===== src/hdl/cbsu_pkg.sv =====
`default_nettype none

package cbsu_pkg;

  // Field widths of the two channels.
  localparam int unsigned BYTE_W   = 8;
  localparam int unsigned IDX_W    = 3;
  localparam int unsigned ADDR_W   = 16;
  localparam int unsigned FLAGS_W  = 4;
  localparam int unsigned CYCLE_W  = 5;
  localparam int unsigned NUM_REGS = 8;

  // Register file slots: B, C, D, E, H, L, F, A.
  localparam logic [IDX_W-1:0] IDX_H   = 3'd4;
  localparam logic [IDX_W-1:0] IDX_L   = 3'd5;
  localparam logic [IDX_W-1:0] IDX_F   = 3'd6;
  // Operand code that selects the memory byte at HL.
  localparam logic [IDX_W-1:0] SEL_MEM = 3'd6;

  // Opcode groups, from bits 7..6 of the CB opcode.
  localparam logic [1:0] GRP_SHIFT = 2'd0;
  localparam logic [1:0] GRP_BIT   = 2'd1;
  localparam logic [1:0] GRP_RES   = 2'd2;
  localparam logic [1:0] GRP_SET   = 2'd3;

  // Command codes.
  localparam logic CMD_EXEC  = 1'b0;
  localparam logic CMD_WRITE = 1'b1;

  // Machine cycle counts reported per beat.
  localparam logic [CYCLE_W-1:0] CYC_WRITE = 5'd0;
  localparam logic [CYCLE_W-1:0] CYC_REG   = 5'd8;
  localparam logic [CYCLE_W-1:0] CYC_MEM   = 5'd16;

  // Decoded operation kinds.
  typedef enum logic [3:0] {
    K_RLC,
    K_RRC,
    K_RL,
    K_RR,
    K_SLA,
    K_SRA,
    K_SWAP,
    K_SRL,
    K_BIT,
    K_RES,
    K_SET,
    K_WRITE
  } op_kind_t;

  // One classified item as it travels from the front to the back.
  typedef struct packed {
    op_kind_t             kind;
    logic [IDX_W-1:0]     bit_num;
    logic [IDX_W-1:0]     reg_sel;
    logic                 is_mem;
    logic [BYTE_W-1:0]    data;
  } uop_t;

endpackage : cbsu_pkg

`default_nettype wire


===== src/hdl/cbsu_in_if.sv =====
`default_nettype none

interface cbsu_in_if
  import cbsu_pkg::*;
();

  logic              valid;
  logic              ready;
  logic              command;
  logic [BYTE_W-1:0] opcode;
  logic [IDX_W-1:0]  reg_index;
  logic [BYTE_W-1:0] write_value;
  logic [BYTE_W-1:0] mem_value;

  modport source (
    output valid, command, opcode, reg_index, write_value, mem_value,
    input  ready
  );

  modport sink (
    input  valid, command, opcode, reg_index, write_value, mem_value,
    output ready
  );

endinterface : cbsu_in_if

`default_nettype wire


===== src/hdl/cbsu_out_if.sv =====
`default_nettype none

interface cbsu_out_if
  import cbsu_pkg::*;
();

  logic               valid;
  logic               ready;
  logic [BYTE_W-1:0]  result_value;
  logic               mem_write;
  logic [ADDR_W-1:0]  mem_address;
  logic [FLAGS_W-1:0] flags_out;
  logic [CYCLE_W-1:0] cycle_count;

  modport source (
    output valid, result_value, mem_write, mem_address, flags_out, cycle_count,
    input  ready
  );

  modport sink (
    input  valid, result_value, mem_write, mem_address, flags_out, cycle_count,
    output ready
  );

endinterface : cbsu_out_if

`default_nettype wire


===== src/hdl/cb_prefix_bit_shift_unit.sv =====
// An accepted beat waits in the queue, then executes into the output register.
// Throughput: one instruction or register write per cycle while the output is not
// stalled; the execute stage reads and writes the register file in the same cycle.
// A small queue between decode and execute absorbs output stalls.
// Reset (rst_n low, synchronous) clears the register file, the queue and the output.
`default_nettype none

module cb_prefix_bit_shift_unit
  import cbsu_pkg::*;
#(
  parameter int unsigned QUEUE_DEPTH = 2
) (
  input  wire         clk,
  input  wire         rst_n,
  cbsu_in_if.sink     in_ch,
  cbsu_out_if.source  out_ch
);

  logic push_valid;
  logic push_ready;
  uop_t push_uop;
  logic pop_valid;
  logic pop_ready;
  uop_t pop_uop;

  // Decode and classify incoming beats.
  cbsu_front u_front (
    .in_ch      (in_ch),
    .push_valid (push_valid),
    .push_ready (push_ready),
    .push_uop   (push_uop)
  );

  // Decouple decode from execute.
  cbsu_queue #(
    .DEPTH (QUEUE_DEPTH)
  ) u_queue (
    .clk        (clk),
    .rst_n      (rst_n),
    .push_valid (push_valid),
    .push_ready (push_ready),
    .push_uop   (push_uop),
    .pop_valid  (pop_valid),
    .pop_ready  (pop_ready),
    .pop_uop    (pop_uop)
  );

  // Execute against the register file and register the result.
  cbsu_back u_back (
    .clk       (clk),
    .rst_n     (rst_n),
    .pop_valid (pop_valid),
    .pop_ready (pop_ready),
    .pop_uop   (pop_uop),
    .out_ch    (out_ch)
  );

endmodule : cb_prefix_bit_shift_unit

`default_nettype wire


===== src/hdl/cbsu_front.sv =====
`default_nettype none

module cbsu_front
  import cbsu_pkg::*;
(
  cbsu_in_if.sink in_ch,
  output logic    push_valid,
  input  wire     push_ready,
  output uop_t    push_uop
);

  logic [1:0]       grp;
  logic [IDX_W-1:0] bn;
  logic [IDX_W-1:0] sel;

  assign grp = in_ch.opcode[7:6];
  assign bn  = in_ch.opcode[5:3];
  assign sel = in_ch.opcode[2:0];

  // Handshake passes straight to the queue.
  assign push_valid  = in_ch.valid;
  assign in_ch.ready = push_ready;

  // Classify the beat into one operation kind and pick its operand source.
  always_comb begin
    push_uop.bit_num = bn;
    if (in_ch.command == CMD_WRITE) begin
      push_uop.kind    = K_WRITE;
      push_uop.reg_sel = in_ch.reg_index;
      push_uop.is_mem  = 1'b0;
      push_uop.data    = in_ch.write_value;
    end else begin
      push_uop.reg_sel = sel;
      push_uop.is_mem  = (sel == SEL_MEM);
      push_uop.data    = in_ch.mem_value;
      case (grp)
        GRP_SHIFT: begin
          case (bn)
            3'd0:    push_uop.kind = K_RLC;
            3'd1:    push_uop.kind = K_RRC;
            3'd2:    push_uop.kind = K_RL;
            3'd3:    push_uop.kind = K_RR;
            3'd4:    push_uop.kind = K_SLA;
            3'd5:    push_uop.kind = K_SRA;
            3'd6:    push_uop.kind = K_SWAP;
            default: push_uop.kind = K_SRL;
          endcase
        end
        GRP_BIT: push_uop.kind = K_BIT;
        GRP_RES: push_uop.kind = K_RES;
        default: push_uop.kind = K_SET;
      endcase
    end
  end

endmodule : cbsu_front

`default_nettype wire


===== src/hdl/cbsu_queue.sv =====
`default_nettype none

module cbsu_queue
  import cbsu_pkg::*;
#(
  parameter int unsigned DEPTH = 2
) (
  input  wire  clk,
  input  wire  rst_n,
  input  wire  push_valid,
  output logic push_ready,
  input  uop_t push_uop,
  output logic pop_valid,
  input  wire  pop_ready,
  output uop_t pop_uop
);

  localparam int unsigned PTR_W = (DEPTH > 1) ? $clog2(DEPTH) : 1;
  localparam int unsigned CNT_W = $clog2(DEPTH + 1);
  localparam logic [PTR_W-1:0] LAST_PTR = PTR_W'(DEPTH - 1);
  localparam logic [CNT_W-1:0] FULL_CNT = CNT_W'(DEPTH);

  uop_t             entry_r [DEPTH];
  logic [PTR_W-1:0] wr_ptr_r, wr_ptr_nxt;
  logic [PTR_W-1:0] rd_ptr_r, rd_ptr_nxt;
  logic [CNT_W-1:0] count_r, count_nxt;
  logic             push;
  logic             pop;

  assign push_ready = (count_r != FULL_CNT);
  assign pop_valid  = (count_r != '0);
  assign pop_uop    = entry_r[rd_ptr_r];
  assign push       = push_valid && push_ready;
  assign pop        = pop_valid && pop_ready;

  // Pointer and fill count bookkeeping.
  always_comb begin
    wr_ptr_nxt = wr_ptr_r;
    rd_ptr_nxt = rd_ptr_r;
    count_nxt  = count_r;
    if (push) begin
      wr_ptr_nxt = (wr_ptr_r == LAST_PTR) ? '0 : wr_ptr_r + 1'b1;
    end
    if (pop) begin
      rd_ptr_nxt = (rd_ptr_r == LAST_PTR) ? '0 : rd_ptr_r + 1'b1;
    end
    if (push && !pop) begin
      count_nxt = count_r + 1'b1;
    end else if (pop && !push) begin
      count_nxt = count_r - 1'b1;
    end
  end

  always_ff @(posedge clk) begin
    if (!rst_n) begin
      wr_ptr_r <= '0;
      rd_ptr_r <= '0;
      count_r  <= '0;
    end else begin
      wr_ptr_r <= wr_ptr_nxt;
      rd_ptr_r <= rd_ptr_nxt;
      count_r  <= count_nxt;
    end
  end

  // Entry storage needs no reset.
  always_ff @(posedge clk) begin
    if (push) begin
      entry_r[wr_ptr_r] <= push_uop;
    end
  end

  // The fill count never runs past the depth.
  a_count_bound: assert property (@(posedge clk) disable iff (!rst_n)
    count_r <= FULL_CNT)
    else $error("queue fill count exceeds depth");

  // A full queue with no pop stays full and keeps its write pointer.
  a_full_hold: assert property (@(posedge clk) disable iff (!rst_n)
    (count_r == FULL_CNT) && !pop |=> (count_r == FULL_CNT) && $stable(wr_ptr_r))
    else $error("full queue changed without a pop");

  // Both pointers meet whenever the queue is empty or full; the check covers the empty case.
  a_ptr_match: assert property (@(posedge clk) disable iff (!rst_n)
    (count_r == '0) |-> (wr_ptr_r == rd_ptr_r))
    else $error("empty queue with mismatched pointers");

endmodule : cbsu_queue

`default_nettype wire


===== src/hdl/cbsu_back.sv =====
`default_nettype none

module cbsu_back
  import cbsu_pkg::*;
(
  input  wire         clk,
  input  wire         rst_n,
  input  wire         pop_valid,
  output logic        pop_ready,
  input  uop_t        pop_uop,
  cbsu_out_if.source  out_ch
);

  logic [BYTE_W-1:0]  rf_r [NUM_REGS];
  logic [BYTE_W-1:0]  rf_nxt [NUM_REGS];
  logic               out_valid_r, out_valid_nxt;
  logic [BYTE_W-1:0]  out_result_r;
  logic               out_mem_write_r;
  logic [ADDR_W-1:0]  out_addr_r;
  logic [FLAGS_W-1:0] out_flags_r;
  logic [CYCLE_W-1:0] out_cycles_r;

  logic               exec;
  logic [BYTE_W-1:0]  f_cur;
  logic [BYTE_W-1:0]  f_new;
  logic [BYTE_W-1:0]  v;
  logic               cin;
  logic               c;
  logic [BYTE_W-1:0]  res;
  logic               do_mem_write;
  logic [CYCLE_W-1:0] cycles;

  // Take a beat when the output register is empty or being drained.
  assign pop_ready = !out_valid_r || out_ch.ready;
  assign exec      = pop_valid && pop_ready;

  assign f_cur = rf_r[IDX_F];
  assign cin   = f_cur[4];
  assign v     = pop_uop.is_mem ? pop_uop.data : rf_r[pop_uop.reg_sel];

  // Shift, rotate and bit unit with flag update.
  always_comb begin
    c     = 1'b0;
    res   = v;
    f_new = f_cur;
    case (pop_uop.kind)
      K_RLC:   begin c = v[7]; res = {v[6:0], v[7]};        end
      K_RRC:   begin c = v[0]; res = {v[0], v[7:1]};        end
      K_RL:    begin c = v[7]; res = {v[6:0], cin};         end
      K_RR:    begin c = v[0]; res = {cin, v[7:1]};         end
      K_SLA:   begin c = v[7]; res = {v[6:0], 1'b0};        end
      K_SRA:   begin c = v[0]; res = {v[7], v[7:1]};        end
      K_SWAP:  begin c = 1'b0; res = {v[3:0], v[7:4]};      end
      K_SRL:   begin c = v[0]; res = {1'b0, v[7:1]};        end
      K_BIT:   res = v;
      K_RES:   res = v & ~(BYTE_W'(1) << pop_uop.bit_num);
      K_SET:   res = v | (BYTE_W'(1) << pop_uop.bit_num);
      K_WRITE: res = pop_uop.data;
      default: res = v;
    endcase
    case (pop_uop.kind)
      K_RLC, K_RRC, K_RL, K_RR, K_SLA, K_SRA, K_SWAP, K_SRL: begin
        f_new = {(res == '0), 1'b0, 1'b0, c, f_cur[3:0]};
      end
      K_BIT: begin
        f_new = {!v[pop_uop.bit_num], 1'b0, 1'b1, f_cur[4:0]};
      end
      default: f_new = f_cur;
    endcase
  end

  // Register file write-back; executed opcodes always rewrite F.
  always_comb begin
    for (int i = 0; i < NUM_REGS; i++) begin
      rf_nxt[i] = rf_r[i];
    end
    do_mem_write = 1'b0;
    if (exec) begin
      if (pop_uop.kind == K_WRITE) begin
        rf_nxt[pop_uop.reg_sel] = pop_uop.data;
      end else begin
        if (pop_uop.kind != K_BIT) begin
          if (pop_uop.is_mem) begin
            do_mem_write = 1'b1;
          end else begin
            rf_nxt[pop_uop.reg_sel] = res;
          end
        end
        rf_nxt[IDX_F] = f_new;
      end
    end
  end

  always_comb begin
    if (pop_uop.kind == K_WRITE) begin
      cycles = CYC_WRITE;
    end else if (pop_uop.is_mem) begin
      cycles = CYC_MEM;
    end else begin
      cycles = CYC_REG;
    end
  end

  assign out_valid_nxt = exec ? 1'b1 : (out_ch.ready ? 1'b0 : out_valid_r);

  always_ff @(posedge clk) begin
    if (!rst_n) begin
      out_valid_r <= 1'b0;
      for (int i = 0; i < NUM_REGS; i++) begin
        rf_r[i] <= '0;
      end
    end else begin
      out_valid_r <= out_valid_nxt;
      for (int i = 0; i < NUM_REGS; i++) begin
        rf_r[i] <= rf_nxt[i];
      end
    end
  end

  // Output payload register, loaded with each executed beat.
  always_ff @(posedge clk) begin
    if (exec) begin
      out_result_r    <= res;
      out_mem_write_r <= do_mem_write;
      out_addr_r      <= {rf_r[IDX_H], rf_r[IDX_L]};
      out_flags_r     <= rf_nxt[IDX_F][7:4];
      out_cycles_r    <= cycles;
    end
  end

  assign out_ch.valid        = out_valid_r;
  assign out_ch.result_value = out_result_r;
  assign out_ch.mem_write    = out_mem_write_r;
  assign out_ch.mem_address  = out_addr_r;
  assign out_ch.flags_out    = out_flags_r;
  assign out_ch.cycle_count  = out_cycles_r;

  // A memory write-back always comes from a memory operand.
  a_mem_cycles: assert property (@(posedge clk) disable iff (!rst_n)
    out_valid_r && out_mem_write_r |-> (out_cycles_r == CYC_MEM))
    else $error("memory write-back without memory cycle count");

  // A register write never asks for a memory write-back.
  a_write_no_mem: assert property (@(posedge clk) disable iff (!rst_n)
    out_valid_r && (out_cycles_r == CYC_WRITE) |-> !out_mem_write_r)
    else $error("register write flagged as memory write");

  // Nothing but a register write touches the low nibble of F.
  a_f_low: assert property (@(posedge clk) disable iff (!rst_n)
    !(exec && (pop_uop.kind == K_WRITE)) |=> $stable(rf_r[IDX_F][3:0]))
    else $error("low nibble of F changed by an executed opcode");

endmodule : cbsu_back

`default_nettype wire


===== src/flat_wrapper.sv =====
// flat-port wrapper written by rule: the top's interface ports become plain ports
module cb_prefix_bit_shift_unit_flat import cbsu_pkg::*;
#(
  parameter int unsigned QUEUE_DEPTH = 2
)
  (clk, rst_n, in_ch_valid, in_ch_command, in_ch_opcode, in_ch_reg_index, in_ch_write_value, in_ch_mem_value, in_ch_ready, out_ch_valid, out_ch_result_value, out_ch_mem_write, out_ch_mem_address, out_ch_flags_out, out_ch_cycle_count, out_ch_ready);
  cbsu_in_if in_ch_i ();
  cbsu_out_if out_ch_i ();
  input  wire clk;
  input  wire rst_n;
  input wire logic [$bits(in_ch_i.valid)-1:0] in_ch_valid;
  input wire logic [$bits(in_ch_i.command)-1:0] in_ch_command;
  input wire logic [$bits(in_ch_i.opcode)-1:0] in_ch_opcode;
  input wire logic [$bits(in_ch_i.reg_index)-1:0] in_ch_reg_index;
  input wire logic [$bits(in_ch_i.write_value)-1:0] in_ch_write_value;
  input wire logic [$bits(in_ch_i.mem_value)-1:0] in_ch_mem_value;
  output wire logic [$bits(in_ch_i.ready)-1:0] in_ch_ready;
  output wire logic [$bits(out_ch_i.valid)-1:0] out_ch_valid;
  output wire logic [$bits(out_ch_i.result_value)-1:0] out_ch_result_value;
  output wire logic [$bits(out_ch_i.mem_write)-1:0] out_ch_mem_write;
  output wire logic [$bits(out_ch_i.mem_address)-1:0] out_ch_mem_address;
  output wire logic [$bits(out_ch_i.flags_out)-1:0] out_ch_flags_out;
  output wire logic [$bits(out_ch_i.cycle_count)-1:0] out_ch_cycle_count;
  input wire logic [$bits(out_ch_i.ready)-1:0] out_ch_ready;
  assign in_ch_i.valid = in_ch_valid;
  assign in_ch_i.command = in_ch_command;
  assign in_ch_i.opcode = in_ch_opcode;
  assign in_ch_i.reg_index = in_ch_reg_index;
  assign in_ch_i.write_value = in_ch_write_value;
  assign in_ch_i.mem_value = in_ch_mem_value;
  assign in_ch_ready = in_ch_i.ready;
  assign out_ch_valid = out_ch_i.valid;
  assign out_ch_result_value = out_ch_i.result_value;
  assign out_ch_mem_write = out_ch_i.mem_write;
  assign out_ch_mem_address = out_ch_i.mem_address;
  assign out_ch_flags_out = out_ch_i.flags_out;
  assign out_ch_cycle_count = out_ch_i.cycle_count;
  assign out_ch_i.ready = out_ch_ready;
  cb_prefix_bit_shift_unit #(.QUEUE_DEPTH(QUEUE_DEPTH)) u_core (.clk(clk), .rst_n(rst_n), .in_ch(in_ch_i), .out_ch(out_ch_i));
endmodule

===== config.mk =====
export PLATFORM = sky130hd
export DESIGN_NAME = cb_prefix_bit_shift_unit_flat
export DESIGN_NICKNAME = d
export VERILOG_FILES = /design/src/hdl/cbsu_pkg.sv /design/src/hdl/cbsu_in_if.sv /design/src/hdl/cbsu_out_if.sv /design/src/hdl/cb_prefix_bit_shift_unit.sv /design/src/hdl/cbsu_front.sv /design/src/hdl/cbsu_queue.sv /design/src/hdl/cbsu_back.sv /design/src/flat_wrapper.sv
export SDC_FILE = /design/constraint.sdc
export NUM_CORES = 1
export LEC_CHECK = 0
export BUFFER_PORTS_ARGS = -buffer_cell sky130_fd_sc_hd__buf_2
export CORE_MARGIN = 5
export CORE_UTILIZATION = 33
export DETAILED_ROUTE_END_ITERATION = 7
export HOLD_SLACK_MARGIN = 0.05
export PLACE_DENSITY_LB_ADDON = 0.12
export SLEW_MARGIN = 10
export SYNTH_ARGS = -nofsm -noshare
export SYNTH_HDL_FRONTEND = slang
export SYNTH_SLANG_ARGS = --single-unit

===== constraint.sdc =====
create_clock -name clk -period 5 [get_ports clk]
set_input_delay 0.5 -clock clk [delete_from_list [all_inputs] [get_ports clk]]
set_output_delay 0.5 -clock clk [all_outputs]
set_load 0.05 [all_outputs]

==> qor.txt, run 1 <==
Longest Clk Path Bufs - 2
Post-synth EDFFs - 69
Mean Syn Cell Area - 9.44 µm²
outcome - completed
TritonCTS clock tree - yes
Nets - 955
Rows - 57
DR vias - 7,336
Clock Skew - 12.3 ps
Yosys warning total - 0
ys async rst share - 0
GPL Wtd Cong - 0.920
RSZ-0062 raised after global routing - no
fmax - 0.242 GHz
later-pin clock latency in the skew report - 430 ps
DR top layer - met5
Post-synth top cells - 92 x nand2_1, 70 x dfxtp_1, 70 x o21ai_0
DR WL/cell - 22.7 µm
main flop type after synthesis - dfxtp_1
R2R depth - 11
Hold Crit Class - input pin to flop
hpwl dp - 21.0 mm
pwr dens - 620 nW/µm²
Post-CTS Repair Setup Buffers - 0
worst reg2reg setup slack - 870 ps
Final period util - 0.825
post-synth top area cell - edfxtp_1
Die ar. - 27,900 µm²
GRT Total Usage - 0.200
Die H - 167 µm
CTS H-Tree Depth - 4
Worst-path clk slew - 70 ps
M1 wire length - 13.4 mm
CP Capture Type - flop
most frequent cell after synthesis - nand2_1
Hold Violations, Final - 0
Worst-Margin Slew - 995 ps
DR DRC count - 0
number of I/O port buffers - 64
post-CTS resize count - 0
Netlist cell types - 99
hold_sp - in_ch_opcode[3]
Synth area leaders - edfxtp_1 25%, dfxtp_1 17%, o21ai_0 4.3%
slew margin rel. - 0.334
post-synthesis sequential area ratio - 0.427
Starting Density - 0.335
sequential cell area - 3470 µm²
worst endpoint data arrival time - 4410 ps
vias in the first global route - 6,741
flops & latches, synth - 139
Synth-to-Final Area Change - 15.1%
hold path depth - 1
Post-CTS Hold Buffers - 0
drt first-iter violations - 964
Post-Syn Area - 8140 µm²
Min Clock Period, post-route - 4130 ps
Max VDD drop - 0.378 mV
First-pass DRT Iterations - 5
Leakage Power - 3.44 nW
die extent in x - 167 µm
CORE AREA - 24,300 µm²
Mapped Cells - 862
Via density - 5.83
fraction of layout cells with a size suffix above 1 - 0.192
met2 WL - 12.2 mm
Final Max Tran Viols - 0
global-route wire length before repair - 42.7 mm
initial antenna violation count - 1
largest net degree at the start of global routing - 40
Pwr Total - 5.81 mW
io pins - 68
multi-input logic area - 4330 µm²
root buffer cell - clkbuf_16
Routed WL - 28.6 mm
final setup violation count - 0
Fill cells - 2,498
top cell type's share of synthesized area - 0.254
setup_tns - 0 ps
largest fanout on the critical path - 22
CTS Sinks - 139
data required time of the worst path - 5290 ps
CP Class - flop to flop
Antenna Cells - 0
startpoint class of the critical path - flop
MaxCap Viol Count - 0
CTS buffer count - 17
Antenna Nets Post-Route - 0
Congestion Overflow GR - 0
met3 wire len - 2.31 mm
## per-layer routing
layer  vias to the layer above  GRT usage
li1                       3421          -
met1                      3501      0.295
met2                       359      0.293
met3                        53     0.0386
met4                         2     0.0665
met5                         -          0
## worst max-delay path, stage by stage, from the launching register on
cell and delay, ps:
dfxtp_2 630, buf_4 360, mux2i_4 740, mux2i_1 260, a32oi_1 140, a31oi_2 330
o22ai_1 180, nor4b_4 770, inv_2 80, nor3b_2 190, nand4b_1 150, nand2_1 130
## final cells by class
cell class / instances / area share
multi-input cells: 658 / 0.463
flip-flops and latches: 139 / 0.371
repair buffers: 86 / 0.0518
clock buffers: 17 / 0.0454
well taps: 324 / 0.0433
clock inverters: 15 / 0.0186
inverters: 19 / 0.00761
## layout by cell type, fill, tap and decap left out, drive strengths merged, types with 15 or more instances in the layout
| cell | count |
|---|---|
| clkbuf | 17 |
| a31oi | 16 |
| inv | 30 |
| o22ai | 18 |
| dfxtp | 70 |
| o21ai | 93 |
| edfxtp | 69 |
| mux2i | 33 |
| nand3 | 27 |
| a21oi | 42 |
| a22o | 15 |
| buf | 86 |
| nand2 | 92 |
| mux2 | 18 |
| nor2 | 69 |
| a211oi | 17 |
## path summary, 6_finish.rpt
kind	to
setup / recovery	u_core.u_back.out_ch.flags_out[3]
hold / removal	u_core.u_queue.entry_r[1][12]
setup reg to reg	u_core.u_back.out_ch.flags_out[3]
hold reg to reg	flop
## cell families (layout without fill, tap and decap cells)
| group | count (synthesis) | in the layout | synth area share |
|---|---|---|---|
| multiplexers | 51 | 51 | 0.0708 |
| AND/OR/NAND/NOR | 293 | 293 | 0.188 |
| flip-flops | 139 | 139 | 0.427 |
| AO/OA/AOI/OAI | 306 | 306 | 0.266 |
| other | 1 | 3 | 0.000461 |
| adder cells (fa/ha/maj) | 2 | 2 | 0.00307 |
| XOR/XNOR | 3 | 3 | 0.00323 |
| buffers and inverters | 67 | 137 | 0.0420 |
## report_power, final
group | switching (mW) | internal, mW
Combinational | 1.99 | 0.795
Sequential | 0.184 | 1.52
Clock | 0.571 | 0.756
## stage by stage
step	std cells	util	area (µm²)	worst slack, ps	hold WS [ps]
after CTS	1258	0.385	9370	938	277
after detailed placement	1226	0.361	8770	970	461
after floorplan	864	-	8150	2060	429
after global placement	1226	0.361	8770	969	451
final	1258	0.385	9370	873	283
after global routing	1258	0.385	9370	682	285
No activity file was read; power rests on OpenSTA's default activity.
==> run 2, diff against run 1 <==
--- a/config.mk
+++ b/config.mk
@@ -5,6 +5,7 @@
 export SDC_FILE = /design/constraint.sdc
 export NUM_CORES = 1
 export LEC_CHECK = 0
+export ABC_AREA = 1
 export BUFFER_PORTS_ARGS = -buffer_cell sky130_fd_sc_hd__buf_2
 export CORE_MARGIN = 5
 export CORE_UTILIZATION = 33
==> constraint.sdc (replaced) <==
create_clock -name clk -period 3.7 [get_ports clk]
set_input_delay 0.37 -clock clk [delete_from_list [all_inputs] [get_ports clk]]
set_output_delay 0.37 -clock clk [all_outputs]
set_load 0.05 [all_outputs]
==> run 2 against run 1 <==
Net effect: synthesized cell count grew 19%; setup slack worse by 260 ps; critical path depth up 9; power rose by 75%; via count fell by 3.1%; routed wire length down 12%; sequential share of layout area is 0.56 points higher; critical endpoint unchanged.
==> qor.txt, run 2 <==
worst endpoint data arrival time - 3270 ps
RSZ-0062 raised after global routing - no
GRT Total Usage - 0.187
initial antenna violation count - 1
Post-Syn Area - 7940 µm²
data required time of the worst path - 3880 ps
Starting Density - 0.336
root buffer cell - clkbuf_16
CP Buf/Inv Count - 4
die extent in x - 165 µm
Antenna Cells - 0
Netlist cell types - 48
commonest non-fill, non-tap cell in the layout - nand2_1
Final period util - 0.835
post-CTS resize count - 0
Design Area, Final - 9230 µm²
Clock Skew - 12.0 ps
slew margin rel. - 0.551
hpwl dp - 17.3 mm
DR vias - 7,108
Congestion Overflow GR - 0
CTS H-Tree Depth - 4
DR WL/cell - 17.6 µm
worst reg2reg setup slack - 610 ps
most frequent cell after synthesis - nand2_1
Final Max Tran Viols - 0
Synth area leaders - edfxtp_1 26%, dfxtp_1 18%, nand2_1 14%
GPL Wtd Cong - 0.896
largest net degree at the start of global routing - 40
DR DRC count - 0
Hold Crit Class - input pin to flop
Placed Area - 8590 µm²
Die H - 165 µm
outcome - completed
commonest cells after routing, fill and taps aside - 300 x nand2_1, 107 x inv_1, 78 x o21ai_0, 70 x dfxtp_1, 69 x edfxtp_1
Worst-Margin Slew - 667 ps
Mapped Cells - 1,025
setup_tns - 0 ps
startpoint class of the critical path - flop
cell mode on critical path - nand2_1
Nets - 1,123
Post-Place Cells - 1,389
later-pin clock latency in the skew report - 430 ps
ys async rst share - 0
drt first-iter violations - 510
CP Class - flop to flop
vias in the first global route - 6,514
Crit-path slowest cell - dfxtp_1
Longest Clk Path Bufs - 2
io pins - 68
TritonCTS clock tree - yes
top cell type's share of synthesized area - 0.261
Synth-to-Final Area Change - 16.2%
CTS Sinks - 139
Min Clock Period, post-route - 3090 ps
main flop type after synthesis - dfxtp_1
post-synth top area cell - edfxtp_1
Worst-path clk slew - 60 ps
Rows - 56
Leakage Power - 3.84 nW
Crit path largest cell delay - 480 ps
fmax - 0.324 GHz
Routed WL - 25.0 mm
global-route wire length before repair - 38.7 mm
Post-CTS Repair Setup Buffers - 0
CP Capture Type - flop
First-pass DRT Iterations - 5
largest delay contributor family on the critical path - simple AND/OR/NAND/NOR gates
largest fanout on the critical path - 14
final setup violation count - 0
crit path cell chain - buf_4, nand2_1, nand2_2, inv_2, nor2_4, nand3_2, inv_2, nand2_2, nand2_1, a21oi_1, nand3_1, nor2_1, nand3_1, nor2_1, nand2_1, nand2_1, nand2_1, nand2_1, nand2_2, inv_1
Max VDD drop - 0.344 mV
flops & latches, synth - 139
Post-synth EDFFs - 69
Antenna Nets Post-Route - 0
CORE AREA - 23,600 µm²
Post-synth top cells - 300 x nand2_1, 107 x inv_1, 78 x o21ai_0
Final Non-Filler Cells - 1,421
post-synthesis sequential area ratio - 0.437
Via density - 5.00
Mean Syn Cell Area - 7.75 µm²
fraction of layout cells with a size suffix above 1 - 0.174
number of I/O port buffers - 64
CTS buffer count - 17
Die ar. - 27,300 µm²
MaxCap Viol Count - 0
Final Core Density - 0.391
pwr dens - 1100 nW/µm²
Yosys warning total - 0
Hold Violations, Final - 0
Post-CTS Hold Buffers - 0
==> run 2: cell count changes in the layout (fill, tap and decap cells not counted), moves of 12 or more <==
| cell | previous run | this run |
|---|---|---|
| a21oi_1 | 38 | 15 |
| inv_1 | 17 | 107 |
| o211ai_1 | 2 | 59 |
| a22o_1 | 15 | 0 |
| and2_1 | 14 | 2 |
| mux2_2 | 15 | 0 |
| o21ai_1 | 23 | 9 |
| nand3_1 | 26 | 48 |
| nand2_2 | 0 | 18 |
| mux2i_1 | 29 | 1 |
| a211oi_1 | 15 | 1 |
| a31oi_1 | 11 | 56 |
| nand2_1 | 92 | 300 |
| o22ai_1 | 17 | 1 |
==> run 2: power by group <==
group / switching [mW] / internal, mW / leakage [nW]
logic: 4.14 / 1.52 / 2.29
clock network: 0.716 / 1.17 / 0.314
registers: 0.317 / 2.30 / 1.23
==> run 2: kinds of logic (layout without fill, tap and decap cells) <==
family          after synthesis  count (layout)  share of synthesized area
buf+inv                     164             239                     0.0940
mux                           1               1                    0.00126
other cells                   1               3                   0.000472
compound gates              234             234                      0.185
simple gates                484             484                      0.279
fa+ha+maj                     2               2                    0.00315
flops                       139             139                      0.437
==> run 2: worst paths after layout <==
check | start | depth (start not counted) | end
min | in_ch_opcode[4] | 1 | u_core.u_queue.entry_r[0][13]
min reg2reg | u_core.u_queue.rd_ptr_r | 1 | flop
max reg2reg | flop | 20 | u_core.u_back.out_ch.flags_out[3]
max | flop | 20 | u_core.u_back.out_ch.flags_out[3]
==> run 2: layout make-up <==
class	instances	area, µm²
fillers	2467	14400
multi-input cells	724	3750
flip-flops and latches	139	3470
repair buffers	92	531
clock buffers	19	454
inverters	115	439
well taps	319	399
clock inverters	13	185
==> run 2: through the flow <==
stage	setup slack, ps	hold slack [ps]	power (mW)
6_report	610	151	10.2
5_1_grt	406	146	10.9
4_1_cts	621	139	10.2
3_5_place_dp	633	448	8.29
3_3_place_gp	608	446	8.30
2_1_floorplan	569	426	6.62
==> run 2: per-layer routing <==
metal	routed length (µm)	up-vias	track usage
met5	0	-	0
met1	11800	3239	0.271
li1	-	3596	-
met4	505	0	0.0612
met3	1710	28	0.0308
met2	11000	245	0.285
==> run 2: worst reg2reg max path, cell delays in order (launching register included) <==
cell and delay (ps):
dfxtp_1 480, buf_4 280, nand2_1 90, nand2_2 150, inv_2 120, nor2_4 130
nand3_2 100, inv_2 320, nand2_2 340, nand2_1 150, a21oi_1 50, nand3_1 150
nor2_1 50, nand3_1 80, nor2_1 50, nand2_1 50, nand2_1 40, nand2_1 50
nand2_1 60, nand2_2 70, inv_1 40
